**config.mk**
```make
export PLATFORM = sky130hd
export DESIGN_NAME = midi_clock_divider_delayed_start_top
export DESIGN_NICKNAME = d
export VERILOG_FILES = /design/src/sv/mcd_pkg.sv /design/src/sv/mcd_front.sv /design/src/sv/mcd_queue.sv /design/src/sv/mcd_back.sv /design/src/sv/midi_clock_divider_delayed_start_top.sv
export SDC_FILE = /design/constraint.sdc
export NUM_CORES = 1
export LEC_CHECK = 0
export BUFFER_PORTS_ARGS = -buffer_cell sky130_fd_sc_hd__buf_4
export CORE_MARGIN = 5
export CORE_UTILIZATION = 50
export CTS_CLUSTER_SIZE = 16
export DETAILED_ROUTE_END_ITERATION = 8
export PLACE_DENSITY = 0.82
export SLEW_MARGIN = 40
export SYNTH_ARGS = -nofsm -noshare
export SYNTH_HDL_FRONTEND = slang
export SYNTH_SLANG_ARGS = --single-unit
```
**constraint.sdc**
```tcl
create_clock -name clk -period 6.89 [get_ports clk]
set_input_delay 0.689 -clock clk [delete_from_list [all_inputs] [get_ports clk]]
set_output_delay 0.689 -clock clk [all_outputs]
set_load 0.03 [all_outputs]
```
**src/sv/mcd_pkg.sv**
```systemverilog
// ----------------------------------------------------------------------------
// mcd_pkg: shared types and constants for the MIDI clock divider
// Holds the MIDI status codes, the register map, the command kinds passed
// from the classifier to the executor, and the default queue depth.
// ----------------------------------------------------------------------------
`timescale 1ns / 1ps
`default_nettype none

package mcd_pkg;

  // MIDI real-time status bytes handled by the block
  localparam logic [7:0] MIDI_CLOCK = 8'hF8;
  localparam logic [7:0] MIDI_START = 8'hFA;
  localparam logic [7:0] MIDI_STOP  = 8'hFC;

  // Register map: register index, selected by paddr[2]
  localparam logic REG_DIVIDE_RATIO = 1'b0;
  localparam logic REG_START_DELAY  = 1'b1;

  localparam int unsigned PADDR_W  = 3;
  localparam int unsigned PDATA_W  = 32;
  localparam int unsigned RATIO_W  = 6;
  localparam int unsigned DELAY_W  = 7;

  localparam logic [RATIO_W-1:0] RATIO_RESET = 6'd1;
  localparam logic [DELAY_W-1:0] DELAY_RESET = 7'd0;

  // Default command queue depth (power of two)
  localparam int unsigned QUEUE_DEPTH = 2;

  typedef enum logic [1:0] {
    KIND_CLOCK = 2'd0,
    KIND_START = 2'd1,
    KIND_STOP  = 2'd2,
    KIND_OTHER = 2'd3
  } cmd_kind_t;

  typedef struct packed {
    cmd_kind_t  kind;
    logic [7:0] data;
  } cmd_t;

endpackage

`default_nettype wire

```
**src/sv/mcd_front.sv**
```systemverilog
// ----------------------------------------------------------------------------
// mcd_front: input classifier
// Accepts raw MIDI bytes and tags each one as clock, start, stop or other
// before pushing it into the command queue.
// ----------------------------------------------------------------------------
`timescale 1ns / 1ps
`default_nettype none

module mcd_front
  import mcd_pkg::*;
(
  input  wire logic       clk,
  input  wire logic       rst,
  input  wire logic       in_valid,
  output logic            in_stall,
  input  wire logic [7:0] in_byte,
  input  wire logic       q_full,
  output logic            push,
  output cmd_t            push_cmd
);

  cmd_kind_t kind;

  always_comb begin
    unique case (in_byte)
      MIDI_CLOCK: kind = KIND_CLOCK;
      MIDI_START: kind = KIND_START;
      MIDI_STOP:  kind = KIND_STOP;
      default:    kind = KIND_OTHER;
    endcase
  end

  // Hold the source off while the queue has no room
  assign in_stall      = q_full;
  assign push          = in_valid && !q_full;
  assign push_cmd.kind = kind;
  assign push_cmd.data = in_byte;

  // A push must only happen into a queue with room
  assert property (@(posedge clk) disable iff (rst) push |-> !q_full)
    else $error("mcd_front: push into full queue");

endmodule

`default_nettype wire

```
**src/sv/mcd_queue.sv**
```systemverilog
// ----------------------------------------------------------------------------
// mcd_queue: command queue
// Small FIFO between the classifier and the executor so each side can stall
// on its own.
// ----------------------------------------------------------------------------
`timescale 1ns / 1ps
`default_nettype none

module mcd_queue
  import mcd_pkg::*;
#(
  parameter int unsigned DEPTH = QUEUE_DEPTH
) (
  input  wire logic clk,
  input  wire logic rst,
  input  wire logic push,
  input  wire cmd_t push_cmd,
  output logic      full,
  output logic      q_valid,
  input  wire logic pop,
  output cmd_t      pop_cmd
);

  localparam int unsigned AW = (DEPTH > 1) ? $clog2(DEPTH) : 1;

  cmd_t          entries [DEPTH];
  logic [AW:0]   wr_ptr;
  logic [AW:0]   rd_ptr;
  logic [AW:0]   fill;

  assign fill    = wr_ptr - rd_ptr;
  assign full    = (fill == (AW+1)'(DEPTH));
  assign q_valid = (fill != '0);
  assign pop_cmd = entries[rd_ptr[AW-1:0]];

  always_ff @(posedge clk) begin
    if (rst) begin
      wr_ptr <= '0;
      rd_ptr <= '0;
    end else begin
      if (push) begin
        wr_ptr <= (wr_ptr == (AW+1)'(2*DEPTH-1)) ? '0 : wr_ptr + 1'b1;
      end
      if (pop) begin
        rd_ptr <= (rd_ptr == (AW+1)'(2*DEPTH-1)) ? '0 : rd_ptr + 1'b1;
      end
    end
  end

  always_ff @(posedge clk) begin
    if (push) begin
      entries[wr_ptr[AW-1:0]] <= push_cmd;
    end
  end

  // Occupancy never exceeds the depth, and pops only come from a filled queue
  assert property (@(posedge clk) disable iff (rst) fill <= (AW+1)'(DEPTH))
    else $error("mcd_queue: occupancy overflow");
  assert property (@(posedge clk) disable iff (rst) pop |-> q_valid)
    else $error("mcd_queue: pop from empty queue");

endmodule

`default_nettype wire

```
**src/sv/mcd_back.sv**
```systemverilog
// ----------------------------------------------------------------------------
// mcd_back: clock divider executor
// Pops classified commands, updates tick, delay and run state, and drives
// zero, one or two result bytes through an output register and a spare slot.
// ----------------------------------------------------------------------------
`timescale 1ns / 1ps
`default_nettype none

module mcd_back
  import mcd_pkg::*;
(
  input  wire logic               clk,
  input  wire logic               rst,
  input  wire logic [RATIO_W-1:0] divide_ratio,
  input  wire logic [DELAY_W-1:0] start_delay_ticks,
  input  wire logic               q_valid,
  input  wire cmd_t               pop_cmd,
  output logic                    pop,
  output logic                    out_valid,
  input  wire logic               out_stall,
  output logic [7:0]              out_byte,
  output logic                    last
);

  logic [RATIO_W-1:0] tick_count;
  logic [DELAY_W-1:0] delay_count;
  logic               running;
  logic               sec_valid;   // a clock byte waits behind the output reg

  logic [RATIO_W-1:0] tick_count_next;
  logic [DELAY_W-1:0] delay_count_next;
  logic               running_next;

  logic [RATIO_W-1:0] eff_ratio;
  logic [RATIO_W-1:0] tick_inc;
  logic [DELAY_W-1:0] delay_dec;
  logic               start_emit;
  logic               run_now;
  logic               clk_emit;
  logic [1:0]         n_out;
  logic [7:0]         first_byte;
  logic               out_free;

  assign eff_ratio  = (divide_ratio == '0) ? RATIO_W'(1) : divide_ratio;
  assign tick_inc   = tick_count + 1'b1;
  assign delay_dec  = delay_count - 1'b1;
  assign start_emit = (delay_count != '0) && (delay_dec == '0);
  assign run_now    = running || start_emit;
  assign clk_emit   = run_now && (tick_inc >= eff_ratio);

  always_comb begin
    tick_count_next  = tick_count;
    delay_count_next = delay_count;
    running_next     = running;
    n_out            = 2'd0;
    first_byte       = pop_cmd.data;
    unique case (pop_cmd.kind)
      KIND_CLOCK: begin
        if (delay_count != '0) begin
          delay_count_next = delay_dec;
        end
        running_next = run_now;
        if (run_now) begin
          tick_count_next = clk_emit ? '0 : tick_inc;
        end
        n_out      = {1'b0, start_emit} + {1'b0, clk_emit};
        first_byte = start_emit ? MIDI_START : MIDI_CLOCK;
      end
      KIND_START: begin
        // Preset so the first tick passes, then load the delay
        tick_count_next  = eff_ratio - 1'b1;
        delay_count_next = start_delay_ticks;
        if (start_delay_ticks == '0) begin
          running_next = 1'b1;
          n_out        = 2'd1;
        end
        first_byte = MIDI_START;
      end
      KIND_STOP: begin
        running_next = 1'b0;
        n_out        = 2'd1;
      end
      default: begin
        n_out = 2'd1;
      end
    endcase
  end

  assign out_free = !out_valid || !out_stall;
  assign pop      = q_valid && !sec_valid && out_free;

  always_ff @(posedge clk) begin
    if (rst) begin
      tick_count  <= '0;
      delay_count <= '0;
      running     <= 1'b0;
      out_valid   <= 1'b0;
      sec_valid   <= 1'b0;
    end else begin
      if (pop) begin
        tick_count  <= tick_count_next;
        delay_count <= delay_count_next;
        running     <= running_next;
        out_valid   <= (n_out != 2'd0);
        sec_valid   <= (n_out == 2'd2);
      end else if (sec_valid && out_free) begin
        out_valid <= 1'b1;
        sec_valid <= 1'b0;
      end else if (out_free) begin
        out_valid <= 1'b0;
      end
    end
  end

  always_ff @(posedge clk) begin
    if (pop) begin
      out_byte <= first_byte;
      last     <= (n_out == 2'd1);
    end else if (sec_valid && out_free) begin
      out_byte <= MIDI_CLOCK;
      last     <= 1'b1;
    end
  end

  // The spare slot only fills behind a byte still on the output
  assert property (@(posedge clk) disable iff (rst) sec_valid |-> out_valid)
    else $error("mcd_back: spare slot without output");
  // A non-final byte always has its partner waiting
  assert property (@(posedge clk) disable iff (rst) (out_valid && !last) |-> sec_valid)
    else $error("mcd_back: non-final byte without follower");
  // STOP always leaves the divider stopped
  assert property (@(posedge clk) disable iff (rst)
                   (pop && pop_cmd.kind == KIND_STOP) |=> !running)
    else $error("mcd_back: still running after STOP");

endmodule

`default_nettype wire

```
**src/sv/midi_clock_divider_delayed_start_top.sv**
```systemverilog
// Path: a result byte passes through the command queue and then the output
//   register; a second byte (START followed by clock) waits in the spare slot
//   and follows once the output register is free.
// Throughput: one input per cycle for zero- or one-byte inputs unless stalled;
//   a two-byte input holds off the next; one output register sets this.
// Reset: synchronous, clears the queue, output, tick/delay counters and the
//   run flag; divide_ratio returns to 1 and start_delay_ticks to 0.
// ----------------------------------------------------------------------------
// midi_clock_divider_delayed_start_top: MIDI clock divider with delayed start
// Forwards a MIDI byte stream, thinning timing clock bytes by a programmable
// ratio and holding START back for a programmable number of ticks.
// ----------------------------------------------------------------------------
`timescale 1ns / 1ps
`default_nettype none

module midi_clock_divider_delayed_start_top
  import mcd_pkg::*;
#(
  parameter int unsigned QDEPTH = QUEUE_DEPTH
) (
  input  wire logic               clk,
  input  wire logic               rst,
  // input byte channel
  input  wire logic               in_valid,
  output logic                    in_stall,
  input  wire logic [7:0]         in_byte,
  // output byte channel
  output logic                    out_valid,
  input  wire logic               out_stall,
  output logic [7:0]              out_byte,
  output logic                    last,
  // configuration port
  input  wire logic               psel,
  input  wire logic               penable,
  input  wire logic               pwrite,
  input  wire logic [PADDR_W-1:0] paddr,
  input  wire logic [PDATA_W-1:0] pwdata,
  output logic [PDATA_W-1:0]      prdata,
  output logic                    pready
);

  // Configuration registers
  logic [RATIO_W-1:0] divide_ratio;
  logic [DELAY_W-1:0] start_delay_ticks;
  logic               cfg_write;
  logic               reg_sel;

  // Front to queue to back
  logic q_full;
  logic push;
  cmd_t push_cmd;
  logic q_valid;
  logic pop;
  cmd_t pop_cmd;

  // Register select: one 32-bit register every four bytes
  assign reg_sel   = paddr[2];
  assign pready    = 1'b1;
  assign cfg_write = psel && penable && pwrite;

  always_ff @(posedge clk) begin
    if (rst) begin
      divide_ratio      <= RATIO_RESET;
      start_delay_ticks <= DELAY_RESET;
    end else if (cfg_write) begin
      unique case (reg_sel)
        REG_DIVIDE_RATIO: divide_ratio      <= pwdata[RATIO_W-1:0];
        REG_START_DELAY:  start_delay_ticks <= pwdata[DELAY_W-1:0];
        default: ;
      endcase
    end
  end

  // Read back the selected register, zero-extended
  always_comb begin
    unique case (reg_sel)
      REG_DIVIDE_RATIO: prdata = PDATA_W'(divide_ratio);
      REG_START_DELAY:  prdata = PDATA_W'(start_delay_ticks);
      default:          prdata = '0;
    endcase
  end

  // Classify incoming bytes and push them as commands
  mcd_front u_front (
    .clk      (clk),
    .rst      (rst),
    .in_valid (in_valid),
    .in_stall (in_stall),
    .in_byte  (in_byte),
    .q_full   (q_full),
    .push     (push),
    .push_cmd (push_cmd)
  );

  // Decouple the classifier from the executor
  mcd_queue #(
    .DEPTH (QDEPTH)
  ) u_queue (
    .clk      (clk),
    .rst      (rst),
    .push     (push),
    .push_cmd (push_cmd),
    .full     (q_full),
    .q_valid  (q_valid),
    .pop      (pop),
    .pop_cmd  (pop_cmd)
  );

  // Advance the divider state and drive the result bytes
  mcd_back u_back (
    .clk               (clk),
    .rst               (rst),
    .divide_ratio      (divide_ratio),
    .start_delay_ticks (start_delay_ticks),
    .q_valid           (q_valid),
    .pop_cmd           (pop_cmd),
    .pop               (pop),
    .out_valid         (out_valid),
    .out_stall         (out_stall),
    .out_byte          (out_byte),
    .last              (last)
  );

endmodule

`default_nettype wire

```
==> flow_summary.yaml <==
status:
  outcome: "complete, no violations"
detailed_routing:
  vias: 2555
  first_pass_iters: 4
  route.detailed.drc: 0
  wl_per_cell_um: 14.89
  viasPerCell: 5.390
  drt_iter0_markers: 298
  antenna_left: 0
  detail_route.wirelength_um: 7057
critical_path:
  timing.critical_path.mode_cell: "nor2_1"
  worstPathArrival_ps: 3730
  startpoint_type: "register"
  end_kind: "register"
  crit_slowest_cell: "or4_1"
  crit_family: "compound AO/OA/AOI/OAI gates"
  slowest_delay_ps: 550
  required_ps: 6970
  cp_max_fo: 5
  critical_path_class: "reg -> reg"
  cp_cell_sequence: "or4_1, nor2_1, nor2_1, inv_1, ha_1, nand2b_1, a2111oi_2, o31ai_1, a31oi_1, nor2_1, ha_1, a211oi_1, o21ai_0"
  cp_num_buf_inv: 1
sta:
  fin_skew_ps: 7.467
  rsz0062_at_grt: "no"
  maxSlewViolCount: 0
  tns_ps: 0
  fin_ws_ps: 3247
  period_needed_ps: 3643
  tightest_slew_ps: 722.4
  relSlewSlack_pct: 51.66
  hold_viol: 0
  fmax_ghz: 0.2745
  post-route-period-util_pct: 52.87
  setup-violations-final: 0
final_layout:
  diodes: 0
  syn_to_final_growth_pct: 13.25
  multi_input_area_mm2: 0.001665
  nFillCells: 554
  finalCoreUtilization_pct: 57.28
  regArea_mm2: 0.001551
  layout.nets: 455
  layout-drive-gt1-share_pct: 18.02
global_routing:
  antenna_found_initial: 0
  grt_overflow_total: 0
  grt_pass1_vias: 2423
  grt_pass1_wl_um: 11430
  track_usage_pct: 17.01
  grt_max_degree: 36
clocking:
  cts_tree: "done"
  ctsLongestPathBuffers: 2
  cts-root-buf: "clkbuf_8"
  cts-resized-gates: 0
  h-tree-depth: 3
  cts.hold.buffers_added: 0
  cts_num_sinks: 63
  clk_pin_slew_ps: 70
  insertion_delay_ps: 360
  post_cts_buffers: 0
  numCtsBuffers: 9
logic_synthesis:
  synth-seq-cells: 63
  synthCells: 351
  syn-cell-area_mm2: 0.003398
  synth_edf_count: 29
  avgSynthCellArea_um2: 9.682
  synth_most_common_cell: "nand2_1"
  ys_seq_area_share_pct: 45.66
  synth_cell_types: 54
  synthArstFlopShare_pct: 0
  post-synth-top-area-cell: "edfxtp_1"
  yosysWarnings: 0
  synth_flop_cell: "dfxtp_1"
  ys_top_cells_by_area: "edfxtp_1 (26%), dfxtp_1 (20%), ha_1 (5.9%), buf_4 (5.7%), mux2i_1 (5.0%)"
  synth_common_cells: "nand2_1 (40), nor2_1 (38), dfxtp_1 (34)"
  synth_top_area_share_pct: 25.63
floorplan:
  dieArea_mm2: 0.008545
  core_area_mm2: 0.006719
  ios: 94
  rows: 30
  die_h_um: 92.44
  initial_core_util_pct: 50.58
  die_w_um: 92.44
power:
  p_per_area_mw_per_mm2: 346.2
  vdd.ir_drop.worst_mv: 0.2758
  leakagePower_nw: 1.451
hold_path:
  holdCritPathClass: "reg -> reg"
placed_design:
  gp_congestion: 0.8228
  portBuffers: 40
  dp_hpwl_um: 5095
  pre_cts_ws_ps: 3297
flow_run:
  drv_cap: 0
[final timing paths]
check | start | end | slack (ps) | cells after the start
worst max-delay path | divide_ratio[2] | u_back.last | 3250 | 13
worst min-delay path | start_delay_ticks[4] | start_delay_ticks[4] | 500 | 2
worst max register to register | divide_ratio[2] | u_back.last | 3250 | 13
worst min register to register | start_delay_ticks[4] | start_delay_ticks[4] | 500 | 2
[report_power, final]
part           internal [mW]  total, mW  switching, mW  leakage [nW]
Sequential             0.500      0.544         0.0438         0.532
Clock                  0.134      0.290          0.157        0.0866
Combinational          0.173      0.498          0.326         0.833
[cell type report]
type                       instances  share of cell area (%)
multi-input combinational        261                   43.27
sequential                        63                   40.31
tap                               80                   2.601
clock inverter                     7                   1.430
inverter                          14                   1.365
clock buffer                       9                   3.218
timing repair buffer              40                   7.802
[per-layer routing]
metal	track usage (%)	vias to the layer above	share of wire, %
met4	6.436	0	1.1
li1	-	1275	-
met2	26.22	58	49
met3	5.524	7	5.1
met5	0	-	0
met1	22.22	1215	44
[logic make-up (layout without fill, tap and decap cells)]
logic type               after synthesis  count (layout)  synth area share (%)
adder cells (fa/ha/maj)               16              16                 5.891
XOR/XNOR                               8               8                 2.467
multiplexers                          21              21                 6.333
AND/OR/NAND/NOR                      119             119                 16.68
buffers and inverters                 51              70                 8.505
flip-flops                            63              63                 45.66
AO/OA/AOI/OAI                         71              71                 14.25
other                                  2              26                0.2210
[layout by cell type, fill, tap and decap left out, types with 4 or more instances in the layout]
cell type,synthesis,final
buf_4,26,40
mux2_2,4,4
xor2_1,4,4
nand2b_1,8,8
nand2_1,40,40
ha_1,16,15
nor3_1,7,7
o21ai_0,14,14
conb_1,2,26
nor2_1,38,36
mux2i_1,17,17
a21oi_1,21,20
clkbuf_8,0,9
inv_1,14,14
nand3_1,7,7
edfxtp_1,29,29
dfxtp_1,34,34
[worst reg2reg max path: cells and delay by family (launching register included)]
family                     cells  cell delay (ps)
AOI/OAI and AO/OA              5             1450
DFF                            1              370
and+or+nand+nor                5              990
buffers and inverters          1               70
adders and majority gates      2              510
[stage by stage]
step | power, mW | std cells | hold WS (ps) | instance area [um^2]
after floorplan | 0.9085 | 375 | 457.6 | 3488
after global placement | 1.020 | 458 | 476.9 | 3652
after detailed placement | 1.039 | 458 | 490.4 | 3652
after CTS | 1.332 | 474 | 501.5 | 3831
after global routing | 1.410 | 474 | 501.7 | 3849
final | 1.332 | 474 | 504.4 | 3849
[flip-flops by register name, summed over array words and instances (netlist names), named ones only]
signal and flops:
divide_ratio 6, start_delay_ticks 7, u_back.delay_count 7, u_back.last 1
u_back.out_byte 8, u_back.out_valid 1, u_back.running 1, u_back.sec_valid 1
u_back.tick_count 6, u_queue.entries 20, u_queue.rd_ptr 2, u_queue.wr_ptr 2
No activity file was read; power rests on OpenSTA's default activity.
